===== src/rtl/ssa_pkg.sv =====
`default_nettype none

package ssa_pkg;

  localparam int SLOTS_DEF       = 16;
  localparam int SHARE_DEPTH_DEF = 3;

  localparam int MODE_W   = 2;
  localparam int OWNER_W  = 12;
  localparam int SLOT_W   = 4;
  localparam int STATUS_W = 2;
  localparam int KIND_W   = 2;

  typedef enum logic [MODE_W-1:0] {
    MODE_ACQUIRE = 2'd0,
    MODE_SHARE   = 2'd1,
    MODE_RELEASE = 2'd2,
    MODE_FAIL    = 2'd3
  } mode_t;

  typedef enum logic [STATUS_W-1:0] {
    STAT_OK        = 2'd0,
    STAT_REFUSED   = 2'd1,
    STAT_NOT_FOUND = 2'd2
  } status_t;

  typedef enum logic [KIND_W-1:0] {
    KIND_NONE   = 2'd0,
    KIND_EVICT  = 2'd1,
    KIND_RESUME = 2'd2
  } kind_t;

  typedef enum logic [3:0] {
    ST_IDLE,
    ST_ACQ_T,
    ST_ACQ_H,
    ST_REL,
    ST_EVICT,
    ST_EMIT,
    ST_PUSH,
    ST_PUSH_A,
    ST_PUSH_B
  } state_t;

  typedef struct packed {
    status_t             status;
    logic [SLOT_W-1:0]   granted;
    logic                nc;
    logic [OWNER_W-1:0]  other;
    kind_t               kind;
    logic                last;
  } res_t;

endpackage

`default_nettype wire


===== src/rtl/ssa_link_mem.sv =====
`default_nettype none

module ssa_link_mem #(
  parameter int SLOTS = ssa_pkg::SLOTS_DEF,
  parameter int SW    = 4
) (
  input  wire logic          clk,
  input  wire logic          rst_n,
  input  wire logic          rd_en,
  input  wire logic [SW-1:0] rd_addr,
  input  wire logic          wr_en,
  input  wire logic [SW-1:0] wr_addr,
  input  wire logic [SW-1:0] wr_data,
  output logic      [SW-1:0] rd_data
);
  import ssa_pkg::*;

  logic [SW-1:0] mem [SLOTS];
  logic          written_r [SLOTS];
  logic [SW-1:0] rd_q_r;
  logic [SW-1:0] rd_addr_r;
  logic          rd_wr_r;
  logic [SW-1:0] dflt;

  // unwritten link reads as its reset value: i+1, last slot wraps to 0
  assign dflt    = (rd_addr_r == SW'(SLOTS - 1)) ? '0 : rd_addr_r + SW'(1);
  assign rd_data = rd_wr_r ? rd_q_r : dflt;

  always_ff @(posedge clk) begin
    if (wr_en) begin
      mem[wr_addr] <= wr_data;
    end
    if (rd_en) begin
      rd_q_r    <= mem[rd_addr];
      rd_addr_r <= rd_addr;
    end
  end

  always_ff @(posedge clk) begin
    if (!rst_n) begin
      for (int i = 0; i < SLOTS; i++) begin
        written_r[i] <= 1'b0;
      end
      rd_wr_r <= 1'b0;
    end else begin
      if (wr_en) begin
        written_r[wr_addr] <= 1'b1;
      end
      if (rd_en) begin
        rd_wr_r <= written_r[rd_addr];
      end
    end
  end

endmodule

`default_nettype wire


===== src/rtl/ssa_queue_mem.sv =====
`default_nettype none

module ssa_queue_mem #(
  parameter int SLOTS       = ssa_pkg::SLOTS_DEF,
  parameter int SHARE_DEPTH = ssa_pkg::SHARE_DEPTH_DEF,
  parameter int SW          = 4
) (
  input  wire logic                                            clk,
  input  wire logic                                            rd_en,
  input  wire logic [SW-1:0]                                   rd_addr,
  input  wire logic                                            wr_en,
  input  wire logic [SW-1:0]                                   wr_addr,
  input  wire logic [SHARE_DEPTH-1:0][ssa_pkg::OWNER_W-1:0]    wr_data,
  output logic      [SHARE_DEPTH-1:0][ssa_pkg::OWNER_W-1:0]    rd_data
);
  import ssa_pkg::*;

  // one row per slot; entries past the slot's owner count are don't-care
  logic [SHARE_DEPTH-1:0][OWNER_W-1:0] mem [SLOTS];

  always_ff @(posedge clk) begin
    if (wr_en) begin
      mem[wr_addr] <= wr_data;
    end
    if (rd_en) begin
      rd_data <= mem[rd_addr];
    end
  end

endmodule

`default_nettype wire


===== src/rtl/shared_slot_allocator_unit.sv =====
`default_nettype none

// Shared slot allocator. Keeps SLOTS slots on a circular free list (tail
// register plus one next link per slot, head = link of tail) and a queue of
// up to SHARE_DEPTH owners per slot. Modes: acquire pops the head slot and
// queues the owner; share puts a healthy slot with queue room back at the
// head; release dequeues the owner and either names the next owner to resume
// or frees the slot (a failed slot evicts every other owner, one result item
// each, last set on the final one); mark-failed flags a slot. One item is in
// work at a time and in_ready is low until it is done. All link traffic goes
// through one link memory with separate read and write ports and registered
// read, and all queue traffic through one row memory. Acquire reads the link
// of tail, then the link of head plus the queue row, then updates and emits;
// a free-list push reads the link of tail, then links the slot to the old
// head and the tail to the slot; a failed-slot release emits at least one
// result item before its push. Each result waits in the output register
// until out_ready; the sequencer stalls while it is occupied.
module shared_slot_allocator_unit #(
  parameter int SLOTS       = ssa_pkg::SLOTS_DEF,
  parameter int SHARE_DEPTH = ssa_pkg::SHARE_DEPTH_DEF
) (
  input  wire logic                            clk,
  input  wire logic                            rst_n,
  input  wire logic                            in_valid,
  output logic                                 in_ready,
  input  wire logic [ssa_pkg::MODE_W-1:0]      in_mode,
  input  wire logic [ssa_pkg::OWNER_W-1:0]     in_owner_id,
  input  wire logic [ssa_pkg::SLOT_W-1:0]      in_slot,
  output logic                                 out_valid,
  input  wire logic                            out_ready,
  output logic [ssa_pkg::STATUS_W-1:0]         out_status,
  output logic [ssa_pkg::SLOT_W-1:0]           out_granted_slot,
  output logic                                 out_needs_connect,
  output logic [ssa_pkg::OWNER_W-1:0]          out_other_owner,
  output logic [ssa_pkg::KIND_W-1:0]           out_owner_kind,
  output logic                                 out_last
);
  import ssa_pkg::*;

  localparam int SW = (SLOTS > 1) ? $clog2(SLOTS) : 1;      // slot index bits
  localparam int CW = $clog2(SHARE_DEPTH + 1);              // owner count bits
  localparam int DW = $clog2(SHARE_DEPTH);                  // queue position bits

  typedef logic [SHARE_DEPTH-1:0][OWNER_W-1:0] row_t;

  // sequencer and working registers
  state_t            state_r, state_nxt;
  logic [OWNER_W-1:0] owner_r, owner_nxt;
  logic [SW-1:0]     slot_r, slot_nxt;
  logic [SW-1:0]     h_r, h_nxt;               // popped head slot
  logic [SW-1:0]     tail_r, tail_nxt;
  logic              tail_vld_r, tail_vld_nxt;
  res_t              res_r, res_nxt;            // pending single result
  logic              push_pend_r, push_pend_nxt;
  row_t              row_r, row_nxt;            // queue row under eviction
  logic [SHARE_DEPTH-1:0] mask_r, mask_nxt;     // owners still to evict

  // per-slot state
  logic [CW-1:0]     cnt_r    [SLOTS];
  logic              failed_r [SLOTS];
  logic              onlist_r [SLOTS];

  logic              cnt_we, failed_we, onl_we;
  logic [SW-1:0]     cnt_idx, failed_idx, onl_idx;
  logic [CW-1:0]     cnt_wd;
  logic              failed_wd, onl_wd;

  // output register
  logic              out_valid_r, out_valid_nxt;
  res_t              out_r, out_nxt;
  logic              out_load;
  logic              out_free;

  // memory ports
  logic              lk_rd_en, lk_wr_en;
  logic [SW-1:0]     lk_rd_addr, lk_wr_addr, lk_wr_data, lk_rd_data;
  logic              q_rd_en, q_wr_en;
  logic [SW-1:0]     q_rd_addr, q_wr_addr;
  row_t              q_wr_data, q_rd_data;

  // input decode
  logic [SW-1:0]     in_idx;
  logic              in_slot_ok;

  // queue helpers
  logic [CW-1:0]     cnt_s, cnt_h, cnt_new;
  row_t              row_ins, row_up, row_shift;
  logic              found;
  logic [SHARE_DEPTH-1:0] ev_mask, ev_onehot, mask_left;
  logic [DW-1:0]     ev_sel;

  assign in_idx     = SW'(in_slot);
  assign in_slot_ok = (32'(in_slot) < SLOTS);
  assign in_ready   = (state_r == ST_IDLE);
  assign out_free   = !out_valid_r || out_ready;

  ssa_link_mem #(
    .SLOTS (SLOTS),
    .SW    (SW)
  ) u_link (
    .clk     (clk),
    .rst_n   (rst_n),
    .rd_en   (lk_rd_en),
    .rd_addr (lk_rd_addr),
    .wr_en   (lk_wr_en),
    .wr_addr (lk_wr_addr),
    .wr_data (lk_wr_data),
    .rd_data (lk_rd_data)
  );

  ssa_queue_mem #(
    .SLOTS       (SLOTS),
    .SHARE_DEPTH (SHARE_DEPTH),
    .SW          (SW)
  ) u_queue (
    .clk     (clk),
    .rd_en   (q_rd_en),
    .rd_addr (q_rd_addr),
    .wr_en   (q_wr_en),
    .wr_addr (q_wr_addr),
    .wr_data (q_wr_data),
    .rd_data (q_rd_data)
  );

  // --- queue row arithmetic ---
  assign cnt_s  = cnt_r[slot_r];
  assign cnt_h  = cnt_r[h_r];
  assign row_up = row_t'(q_rd_data >> OWNER_W);   // entry k takes entry k+1

  // acquire: append owner at the current count
  always_comb begin
    row_ins = q_rd_data;
    for (int k = 0; k < SHARE_DEPTH; k++) begin
      if (CW'(k) == cnt_h) begin
        row_ins[k] = owner_r;
      end
    end
  end

  // release on a healthy slot: drop the first matching owner, close the gap
  always_comb begin
    found     = 1'b0;
    row_shift = q_rd_data;
    for (int k = 0; k < SHARE_DEPTH; k++) begin
      if (!found && (CW'(k) < cnt_s) && (q_rd_data[k] == owner_r)) begin
        found = 1'b1;
      end
      if (found) begin
        row_shift[k] = row_up[k];
      end
    end
  end

  assign cnt_new = found ? cnt_s - CW'(1) : cnt_s;

  // release on a failed slot: every queued owner except the releasing one
  always_comb begin
    for (int k = 0; k < SHARE_DEPTH; k++) begin
      ev_mask[k] = (CW'(k) < cnt_s) && (q_rd_data[k] != owner_r);
    end
  end

  // lowest pending evictee
  assign ev_onehot = mask_r & (~mask_r + SHARE_DEPTH'(1));
  assign mask_left = mask_r & ~ev_onehot;

  always_comb begin
    ev_sel = '0;
    for (int k = SHARE_DEPTH - 1; k >= 0; k--) begin
      if (mask_r[k]) begin
        ev_sel = DW'(k);
      end
    end
  end

  // --- next state ---
  always_comb begin
    state_nxt = state_r;
    unique case (state_r)
      ST_IDLE: begin
        if (in_valid) begin
          priority if (in_mode == MODE_ACQUIRE) begin
            state_nxt = tail_vld_r ? ST_ACQ_T : ST_EMIT;
          end else if (!in_slot_ok) begin
            state_nxt = ST_EMIT;
          end else if (in_mode == MODE_RELEASE) begin
            state_nxt = ST_REL;
          end else begin
            state_nxt = ST_EMIT;
          end
        end
      end
      ST_ACQ_T:  state_nxt = ST_ACQ_H;
      ST_ACQ_H:  state_nxt = ST_EMIT;
      ST_REL:    state_nxt = failed_r[slot_r] ? ST_EVICT : ST_EMIT;
      ST_EVICT: begin
        if (out_free && ((mask_r == '0) || (mask_left == '0))) begin
          state_nxt = ST_PUSH;
        end
      end
      ST_EMIT: begin
        if (out_free) begin
          state_nxt = push_pend_r ? ST_PUSH : ST_IDLE;
        end
      end
      ST_PUSH: begin
        if (onlist_r[slot_r] || !tail_vld_r) begin
          state_nxt = ST_IDLE;
        end else begin
          state_nxt = ST_PUSH_A;
        end
      end
      ST_PUSH_A: state_nxt = ST_PUSH_B;
      ST_PUSH_B: state_nxt = ST_IDLE;
      default:   state_nxt = ST_IDLE;
    endcase
  end

  // --- datapath and memory control ---
  always_comb begin
    owner_nxt     = owner_r;
    slot_nxt      = slot_r;
    h_nxt         = h_r;
    tail_nxt      = tail_r;
    tail_vld_nxt  = tail_vld_r;
    res_nxt       = res_r;
    push_pend_nxt = push_pend_r;
    row_nxt       = row_r;
    mask_nxt      = mask_r;

    lk_rd_en   = 1'b0;
    lk_rd_addr = tail_r;
    lk_wr_en   = 1'b0;
    lk_wr_addr = tail_r;
    lk_wr_data = slot_r;
    q_rd_en    = 1'b0;
    q_rd_addr  = slot_r;
    q_wr_en    = 1'b0;
    q_wr_addr  = slot_r;
    q_wr_data  = row_ins;

    cnt_we     = 1'b0;
    cnt_idx    = slot_r;
    cnt_wd     = '0;
    failed_we  = 1'b0;
    failed_idx = slot_r;
    failed_wd  = 1'b0;
    onl_we     = 1'b0;
    onl_idx    = slot_r;
    onl_wd     = 1'b0;

    out_load = 1'b0;
    out_nxt  = res_r;

    unique case (state_r)
      ST_IDLE: begin
        if (in_valid) begin
          owner_nxt     = in_owner_id;
          slot_nxt      = in_idx;
          push_pend_nxt = 1'b0;
          res_nxt       = '{status: STAT_OK, granted: '0, nc: 1'b0, other: '0,
                            kind: KIND_NONE, last: 1'b1};
          priority if (in_mode == MODE_ACQUIRE) begin
            if (tail_vld_r) begin
              lk_rd_en   = 1'b1;
              lk_rd_addr = tail_r;
            end else begin
              res_nxt.status = STAT_REFUSED;
            end
          end else if (!in_slot_ok) begin
            res_nxt.status = STAT_REFUSED;
          end else if (in_mode == MODE_SHARE) begin
            if (!failed_r[in_idx] && (cnt_r[in_idx] < CW'(SHARE_DEPTH - 1))) begin
              push_pend_nxt = 1'b1;
            end else begin
              res_nxt.status = STAT_REFUSED;
            end
          end else if (in_mode == MODE_FAIL) begin
            failed_we  = 1'b1;
            failed_idx = in_idx;
            failed_wd  = 1'b1;
          end else begin
            q_rd_en   = 1'b1;
            q_rd_addr = in_idx;
          end
        end
      end

      ST_ACQ_T: begin
        // link of tail is the head slot
        h_nxt      = lk_rd_data;
        lk_rd_en   = 1'b1;
        lk_rd_addr = lk_rd_data;
        q_rd_en    = 1'b1;
        q_rd_addr  = lk_rd_data;
      end

      ST_ACQ_H: begin
        if (h_r == tail_r) begin
          tail_vld_nxt = 1'b0;            // last free slot taken
        end else begin
          lk_wr_en   = 1'b1;
          lk_wr_addr = tail_r;
          lk_wr_data = lk_rd_data;        // tail skips over the head
        end
        onl_we  = 1'b1;
        onl_idx = h_r;
        onl_wd  = 1'b0;
        if (cnt_h < CW'(SHARE_DEPTH)) begin
          q_wr_en   = 1'b1;
          q_wr_addr = h_r;
          q_wr_data = row_ins;
          cnt_we    = 1'b1;
          cnt_idx   = h_r;
          cnt_wd    = cnt_h + CW'(1);
        end
        failed_we      = 1'b1;
        failed_idx     = h_r;
        failed_wd      = 1'b0;
        res_nxt.granted = SLOT_W'(h_r);
        res_nxt.nc      = failed_r[h_r];
      end

      ST_REL: begin
        if (failed_r[slot_r]) begin
          row_nxt       = q_rd_data;
          mask_nxt      = ev_mask;
          cnt_we        = 1'b1;
          cnt_wd        = '0;
          push_pend_nxt = 1'b1;
        end else begin
          if (found) begin
            q_wr_en   = 1'b1;
            q_wr_data = row_shift;
            cnt_we    = 1'b1;
            cnt_wd    = cnt_new;
          end
          res_nxt.status = found ? STAT_OK : STAT_NOT_FOUND;
          if (cnt_new != '0) begin
            res_nxt.other = row_shift[0];
            res_nxt.kind  = KIND_RESUME;
          end else begin
            push_pend_nxt = 1'b1;
          end
        end
      end

      ST_EVICT: begin
        if (out_free) begin
          out_load = 1'b1;
          out_nxt  = '{status: STAT_OK, granted: '0, nc: 1'b0, other: '0,
                       kind: KIND_NONE, last: 1'b1};
          if (mask_r != '0) begin
            out_nxt.other = row_r[ev_sel];
            out_nxt.kind  = KIND_EVICT;
            out_nxt.last  = (mask_left == '0);
            mask_nxt      = mask_left;
          end
        end
      end

      ST_EMIT: begin
        if (out_free) begin
          out_load = 1'b1;
          out_nxt  = res_r;
        end
      end

      ST_PUSH: begin
        if (!onlist_r[slot_r]) begin
          if (!tail_vld_r) begin
            tail_nxt     = slot_r;
            tail_vld_nxt = 1'b1;
            lk_wr_en     = 1'b1;
            lk_wr_addr   = slot_r;
            lk_wr_data   = slot_r;        // single-entry ring
            onl_we       = 1'b1;
            onl_wd       = 1'b1;
          end else begin
            lk_rd_en   = 1'b1;
            lk_rd_addr = tail_r;
          end
        end
      end

      ST_PUSH_A: begin
        lk_wr_en   = 1'b1;
        lk_wr_addr = slot_r;
        lk_wr_data = lk_rd_data;          // new head points at old head
      end

      ST_PUSH_B: begin
        lk_wr_en   = 1'b1;
        lk_wr_addr = tail_r;
        lk_wr_data = slot_r;
        onl_we     = 1'b1;
        onl_wd     = 1'b1;
      end

      default: begin
      end
    endcase
  end

  assign out_valid_nxt = out_load ? 1'b1 : (out_ready ? 1'b0 : out_valid_r);

  // --- registers ---
  always_ff @(posedge clk) begin
    if (!rst_n) begin
      state_r     <= ST_IDLE;
      tail_r      <= SW'(SLOTS - 1);
      tail_vld_r  <= 1'b1;
      push_pend_r <= 1'b0;
      out_valid_r <= 1'b0;
    end else begin
      state_r     <= state_nxt;
      tail_r      <= tail_nxt;
      tail_vld_r  <= tail_vld_nxt;
      push_pend_r <= push_pend_nxt;
      out_valid_r <= out_valid_nxt;
    end
  end

  always_ff @(posedge clk) begin
    owner_r <= owner_nxt;
    slot_r  <= slot_nxt;
    h_r     <= h_nxt;
    res_r   <= res_nxt;
    row_r   <= row_nxt;
    mask_r  <= mask_nxt;
    if (out_load) begin
      out_r <= out_nxt;
    end
  end

  always_ff @(posedge clk) begin
    if (!rst_n) begin
      for (int i = 0; i < SLOTS; i++) begin
        cnt_r[i]    <= '0;
        failed_r[i] <= 1'b1;              // not connected after reset
        onlist_r[i] <= 1'b1;              // every slot starts free
      end
    end else begin
      if (cnt_we) begin
        cnt_r[cnt_idx] <= cnt_wd;
      end
      if (failed_we) begin
        failed_r[failed_idx] <= failed_wd;
      end
      if (onl_we) begin
        onlist_r[onl_idx] <= onl_wd;
      end
    end
  end

  assign out_valid         = out_valid_r;
  assign out_status        = out_r.status;
  assign out_granted_slot  = out_r.granted;
  assign out_needs_connect = out_r.nc;
  assign out_other_owner   = out_r.other;
  assign out_owner_kind    = out_r.kind;
  assign out_last          = out_r.last;

endmodule

`default_nettype wire


===== config.mk =====
export PLATFORM = sky130hd
export DESIGN_NAME = shared_slot_allocator_unit
export DESIGN_NICKNAME = d
export VERILOG_FILES = /design/src/rtl/ssa_pkg.sv /design/src/rtl/ssa_link_mem.sv /design/src/rtl/ssa_queue_mem.sv /design/src/rtl/shared_slot_allocator_unit.sv
export SDC_FILE = /design/constraint.sdc
export NUM_CORES = 1
export LEC_CHECK = 0
export ABC_AREA = 1
export BUFFER_PORTS_ARGS = -buffer_cell sky130_fd_sc_hd__buf_4
export CORE_MARGIN = 2
export CORE_UTILIZATION = 45
export CTS_CLUSTER_DIAMETER = 60
export CTS_CLUSTER_SIZE = 40
export DETAILED_ROUTE_END_ITERATION = 16
export PLACE_DENSITY = 0.72
export SYNTH_ARGS = -nofsm -noshare
export SYNTH_HDL_FRONTEND = slang
export SYNTH_SLANG_ARGS = --single-unit

===== constraint.sdc =====
create_clock -name clk -period 17.7 [get_ports clk]
set_input_delay 0 -clock clk [delete_from_list [all_inputs] [get_ports clk]]
set_output_delay 0 -clock clk [all_outputs]
set_load 0.02 [all_outputs]

* Word level (Yosys, flattened, before mapping) *
Memories as Yosys holds them, arrays and structs flattened. A register that Yosys moved wholly into a read port is not among the register bits.
Cells that the tools add are included.

storage, ports and cells
  register bits = 117
  RAM bits = 720
  logic and storage cells = 270
  memories kept = 6

operators by class
  add/subtract/negate cells = 4
  magnitude comparators = 6
  eq/ne operators = 32
  muxes and demuxes = 146
  bitwise gates (word level) = 4
  reduce and logical (&&, ||, !) cells = 48

memory list
  name              words  bits a word  rd ports  clocked after memory_dff  wr ports  RTL line                          source
  u_queue.mem       16     36           1         1                         1         ssa_queue_mem.sv:19               logic [SHARE_DEPTH-1:0][OWNER_W-1:0] mem [SLOTS];
  u_link.mem        16     4            1         1                         1         ssa_link_mem.sv:18                logic [SW-1:0] mem [SLOTS];
  cnt_r             16     2            3         2                         16        shared_slot_allocator_unit.sv:59  logic [CW-1:0] cnt_r [SLOTS];
  failed_r          16     1            3         2                         16        shared_slot_allocator_unit.sv:60  logic failed_r [SLOTS];
  onlist_r          16     1            1         1                         16        shared_slot_allocator_unit.sv:61  logic onlist_r [SLOTS];
  u_link.written_r  16     1            1         1                         16        ssa_link_mem.sv:19                logic written_r [SLOTS];

operators with widths
  cell                                           number
  2-to-1 mux 4 bit                               29
  2-to-1 mux 36 bit                              3
  2-to-1 mux 12 bit                              6
  2-to-1 mux 22 bit                              3
  2-to-1 mux 1 bit                               62
  == test 12 bit                                 3
  != test 12 bit                                 3
  one-hot mux 4 bit (2 select lines)             4
  one-hot mux 4 bit (8 select lines)             1
  2-to-1 mux 14 bit                              2
  one-hot mux 14 bit (2 select lines)            1
  binary-select mux 12 bit (select 2 bit)        1
  2-to-1 mux 3 bit                               8
  2-to-1 mux 2 bit                               11
  != test 2 bit, second input constant           10
  == test 4 x 3 -> 1 bit, second input constant  4
  one-hot mux 1 bit (2 select lines)             8
  2-to-1 mux 15 bit                              1
  AND reduction 3 bit                            5
  nonzero test 2 bit                             6
  logical AND 1 bit                              10
  one-hot mux 5 bit (2 select lines)             1
  == test 4 x 2 -> 1 bit, second input constant  2
  == test 4 bit, second input constant           2
  other kinds (30)                               54

* Longest topological paths before layout *
  depth after elaboration = 19
  gate-level depth with buffers = 19
  gate-level depth less buffers = 16

* By module *
From an unflattened synthesis, not the netlist that was laid out.

unflattened totals
  cell total of the unflattened synthesis = 4018
  area, all modules = 40211.1 um^2

by module, submodules not included
  module                      instances  cells each  area each (um^2)
  ssa_queue_mem               1          2379        25754.7
  shared_slot_allocator_unit  1          1312        10872.9
  ssa_link_mem                1          327         3583.4

* Worst setup path after synthesis *
No wires, ideal clock.

  kind = register to register
  start = register with a tool-made name
  end = memory u_queue.mem[12][0] in the netlist's numbering, enable pin
  data arrival time = 5083 ps
  data required time = 17226 ps
  slack = 12143 ps
  stages on the path, launching flop included = 19
  period minus slack after synthesis = 5557 ps
  path through = dfxtp_1 buf_4 buf_6 buf_2 clkbuf_1 o21ai_0 a21oi_1 o221ai_1 nand2_1 inv_1 ha_1 inv_1 nand4_1 nand3_2 nand2_2 inv_4 nor2_4 buf_6 nor3_1

RTL lines
  what       RTL line
  to (decl)  ssa_queue_mem.sv:19

* Worst setup path in the final report *
  start = register state_r[0]
  end = register u_queue.rd_data[6] in the netlist's numbering, read port of u_queue.mem (data pin)

between the ends
  longest elaborated chain between the ends = 2
  elaborated cells on any way between the ends = 4
  those cells by class = eq/ne (1); mux (2); reduce/logical (1)

ends and longest elaborated chain
  what                                                       RTL line                           source
  from (decl)                                                shared_slot_allocator_unit.sv:47   state_t state_r, state_nxt;
  from (signal assigned)                                     shared_slot_allocator_unit.sv:416  state_r <= state_nxt;
  == test 4 x 1 -> 1 bit or zero test 4 bit (tied branches)  shared_slot_allocator_unit.sv:255  unique case (state_r)
  one-hot mux 1 bit (2 select lines) (*)                     shared_slot_allocator_unit.sv:255
  named net q_rd_en                                          shared_slot_allocator_unit.sv:77   logic q_rd_en, q_wr_en;
  to (decl)                                                  ssa_queue_mem.sv:14                output logic [SHARE_DEPTH-1:0][ssa_pkg::OWNER_W-1:0] rd_data

The timed path passes the listed nets; every way through them passes the cells marked *.
A chain may end at the register's enable or synchronous reset.

==> results.sh <==
export IMPL_ctsRootBufferMaster="clkbuf_16"
export IMPL_grt_max_degree=238
export IMPL_path_buf_inv=5
export IMPL_cts_buffers=43
export IMPL_p_total_mw=7.886
export IMPL_setup_tns_ns=0
export IMPL_cpMostUsedCell="buf_4"
export IMPL_hold_viol=0
export IMPL_peakVddDrop_v=0.0001889
export IMPL_die_x_um=298.7
export IMPL_synth_edf_count=849
export IMPL_ff_latch_area_sq_mm=0.02622
export IMPL_fmax_mhz=209.1
export IMPL_post_route_min_period_ns=4.783
export IMPL_r2r_cells=15
export IMPL_tritoncts="built"
export IMPL_routed_wl_mm=97.50
export IMPL_min_path_type="in -> reg"
export IMPL_fin_area_sq_mm=0.04268
export IMPL_layout_commonest_cell="edfxtp_1"
export IMPL_syn_inst=3483
export IMPL_netlist_area_sq_mm=0.03909
export IMPL_track_usage_pct=21.50
export IMPL_min_path_cells=2
export IMPL_syn_nets=3514
export IMPL_ys_flop_type="edfxtp_1"
export IMPL_ys_seq_elements=885
export IMPL_p_per_area_mw_per_mm2=184.8
export IMPL_layout_drive_gt1_share_pct=10.17
export IMPL_start_kind="register"
export IMPL_cap_violations=0
export IMPL_p_leak_nw=15.08
export IMPL_antenna_left=0
export IMPL_clkSinkCount=885
export IMPL_criticalPathCategory="reg -> reg"
export IMPL_slew_headroom_pct=12.70
export IMPL_clkLatencyLatePin_ns=0.66
export IMPL_core_sq_mm=0.08648
export IMPL_synth_top_family_by_area="simple AND/OR/NAND/NOR gates"
export IMPL_clockBufferDepth=3
export IMPL_antenna_found_initial=1
export IMPL_synth_mux_area_share_pct=0.2401
export IMPL_dieArea_sq_mm=0.08924
export IMPL_r2r_end="u_queue.rd_data[6]$_DFFE_PP_"
export IMPL_htree_levels=2
export IMPL_path_clk_slew_ns=0.12
export IMPL_detail_route_iter0_violations=3513
export IMPL_r2r_slack_ns=12.92
export IMPL_crit_path_end_kind="register"
export IMPL_yosys_area_share_xor_xnor_pct=0.6497
export IMPL_crit_arrival_ns=5.17
export IMPL_syn_area_per_cell_sq_um=11.22
export IMPL_crit_path_top_delay_cell="inv_4"
export IMPL_rows=108
export IMPL_setup_violations_final=0
export IMPL_synth_async_reset_ratio_pct=0
export IMPL_area_growth_pct=9.176
export IMPL_rsz0062_at_grt="false"
export IMPL_dp_hpwl_mm=57.54
export IMPL_tightest_slew_ns=1.303
export IMPL_required_ns=18.08
export IMPL_slowest_delay_ns=0.88
export IMPL_slew_viol_final=0
export IMPL_cpLargestDelayFamily="buffers and inverters"
export IMPL_synth_yosys_seq_area_share_pct=67.06
export IMPL_synth_fa_ha_area_share_pct=0.2881
export IMPL_synth_compound_area_share_pct=10.98
export IMPL_yosys_area_share_simple_pct=14.66
export IMPL_place_area_sq_mm=0.04075
export IMPL_fin_util_pct=49.35
export IMPL_path_max_fanout=85
export IMPL_outcome="completed"
export IMPL_wl_per_cell_um=20.85
export IMPL_remaining_drc_errors=0
export IMPL_io_buffers=45
export IMPL_hold_ws_ns=0.1008
export IMPL_first_global_vias=24699
export IMPL_path_cells="nor2_1 > nand2_2 > inv_2 > nand3_2 > nand2_2 > buf_4 > o21ai_4 > buf_4 > inv_4 > buf_4 > nor2_1 > o21ai_0 > nand3_1 > nand3_1 > nand2_1"
export IMPL_period_share_pct=27.02
export IMPL_die_h_um=298.7
export IMPL_dr_total_vias=26539
export IMPL_synth_cell_types=52
export IMPL_layout_common_cells="edfxtp_1 (849), nand2_1 (569), inv_1 (379), nand3_1 (359), o211ai_1 (314)"
export IMPL_gp_congestion=0.9230
export IMPL_fill_cells=7434
export IMPL_dr_pass1_iters=10
export IMPL_yosysWarningCount=0
export IMPL_multi_input_area_sq_mm=0.01062
export IMPL_r2r_start="state_r[0]$_SDFFE_PN0P_"
export IMPL_worstHoldStart="in_owner_id[0]"
export IMPL_grt_first_pass_wirelength_mm=148.1
export IMPL_grt_overflow=0
export IMPL_n_antenna_cell=0
export IMPL_holdPathEnd="owner_r[0]$_DFFE_PP_"
export IMPL_fin_nets=3517
export IMPL_io_pins=46
export IMPL_post_drt_via_cell_ratio=5.676
export IMPL_skew_ns=0.06281
export IMPL_start_util_pct=45.20
## metrics by stage
stage | std cells | worst slack, ns
4_1_cts | 4676 | 12.86
5_1_grt | 4676 | 12.46
6_report | 4676 | 12.92
3_3_place_gp | 4573 | 12.94
2_1_floorplan | 3483 | 12.14
3_5_place_dp | 4573 | 12.80
## report_power, final
group | switching [mW] | internal, mW | leakage (nW)
clock network | 0.756 | 0.545 | 0.810
logic | 2.37 | 0.924 | 6.34
registers | 0.187 | 3.10 | 7.93
total | 3.32 | 4.57 | 15.1
## flip-flops by register name (all words and copies together) (netlist names), 12 cells and up, named ones only
register / flops
out_other_owner: 12
u_queue.mem: 576
cnt_r: 32
failed_r: 16
u_link.written_r: 16
res_r: 20
u_link.mem: 64
onlist_r: 16
owner_r: 12
u_queue.rd_data: 36
row_r: 36
## cells by family (layout without fill, tap and decap cells)
family / Yosys count / in the layout
simple gates: 1300 / 1300
flops: 885 / 885
compound gates: 661 / 661
buf+inv: 590 / 628
xor+xnor: 29 / 29
fa+ha+maj: 9 / 9
mux: 9 / 9
## synthesized netlist by cell type (all sizes together) (19+ instances only)
cell type	instances	area share, %
nand3	365	4.7
edfxtp	849	65
inv	396	3.8
o211ai	316	6.1
dfxtp	36	1.8
o221ai	19	0.43
nor2	238	2.4
nand2	577	5.6
clkbuf	106	1.0
or2	70	1.1
o21ai	231	3.0
buf	87	1.3
xnor2	25	0.56
nor3	30	0.46
a21oi	61	0.78
## worst reg2reg max path, cell delays in order (launching register included)
cell and delay, ns:
dfxtp_1 0.45, nor2_1 0.22, nand2_2 0.13, inv_2 0.10
nand3_2 0.10, nand2_2 0.07, buf_4 0.63, o21ai_4 0.06
buf_4 0.40, inv_4 0.91, buf_4 0.92, nor2_1 0.17
o21ai_0 0.11, nand3_1 0.09, nand3_1 0.11, nand2_1 0.08
## cell type report
class                      count  area share [%]
sequential                   885           61.42
clock inverter                36           1.457
inverter                     397           3.503
tap                         1155           3.386
clock buffer                  44           2.530
multi-input combinational   2008           24.88
timing repair buffer         151           2.820
## repair_timing
action | 4_1_cts | 5_1_grt
hold endpoints to repair | 43 | 0
resized for setup | 0 | 0
hold buffers | 23 | 0
setup buffers | 0 | 0
## metal layers
| metal | track usage (%) | vias to the layer above | part of all wire, % |
|---|---|---|---|
| met5 | 0 | - | 0 |
| met1 | 30.23 | 12815 | 42 |
| li1 | - | 12337 | - |
| met2 | 35.22 | 1225 | 47 |
| met4 | 6.381 | 0 | 2.8 |
| met3 | 2.632 | 162 | 8.0 |
## worst max path at each step
stage                     slack [ns]                       endpoint  cells past startpoint               startpoint
final                          12.92   u_queue.rd_data[6]$_DFFE_PP_                     15  state_r[0]$_SDFFE_PN0P_
after global routing           12.46  u_queue.rd_data[17]$_DFFE_PP_                     15  state_r[0]$_SDFFE_PN0P_
after CTS                      12.86  u_queue.rd_data[27]$_DFFE_PP_                     15  state_r[0]$_SDFFE_PN0P_
after detailed placement       12.80  u_queue.rd_data[27]$_DFFE_PP_                     15  state_r[0]$_SDFFE_PN0P_
after global placement         12.94   u_queue.rd_data[8]$_DFFE_PP_                     15  state_r[0]$_SDFFE_PN0P_
after floorplan                12.14   u_queue.mem[12][0]$_DFFE_PP_                     18                 register
(Power assumes the default switching activity.)
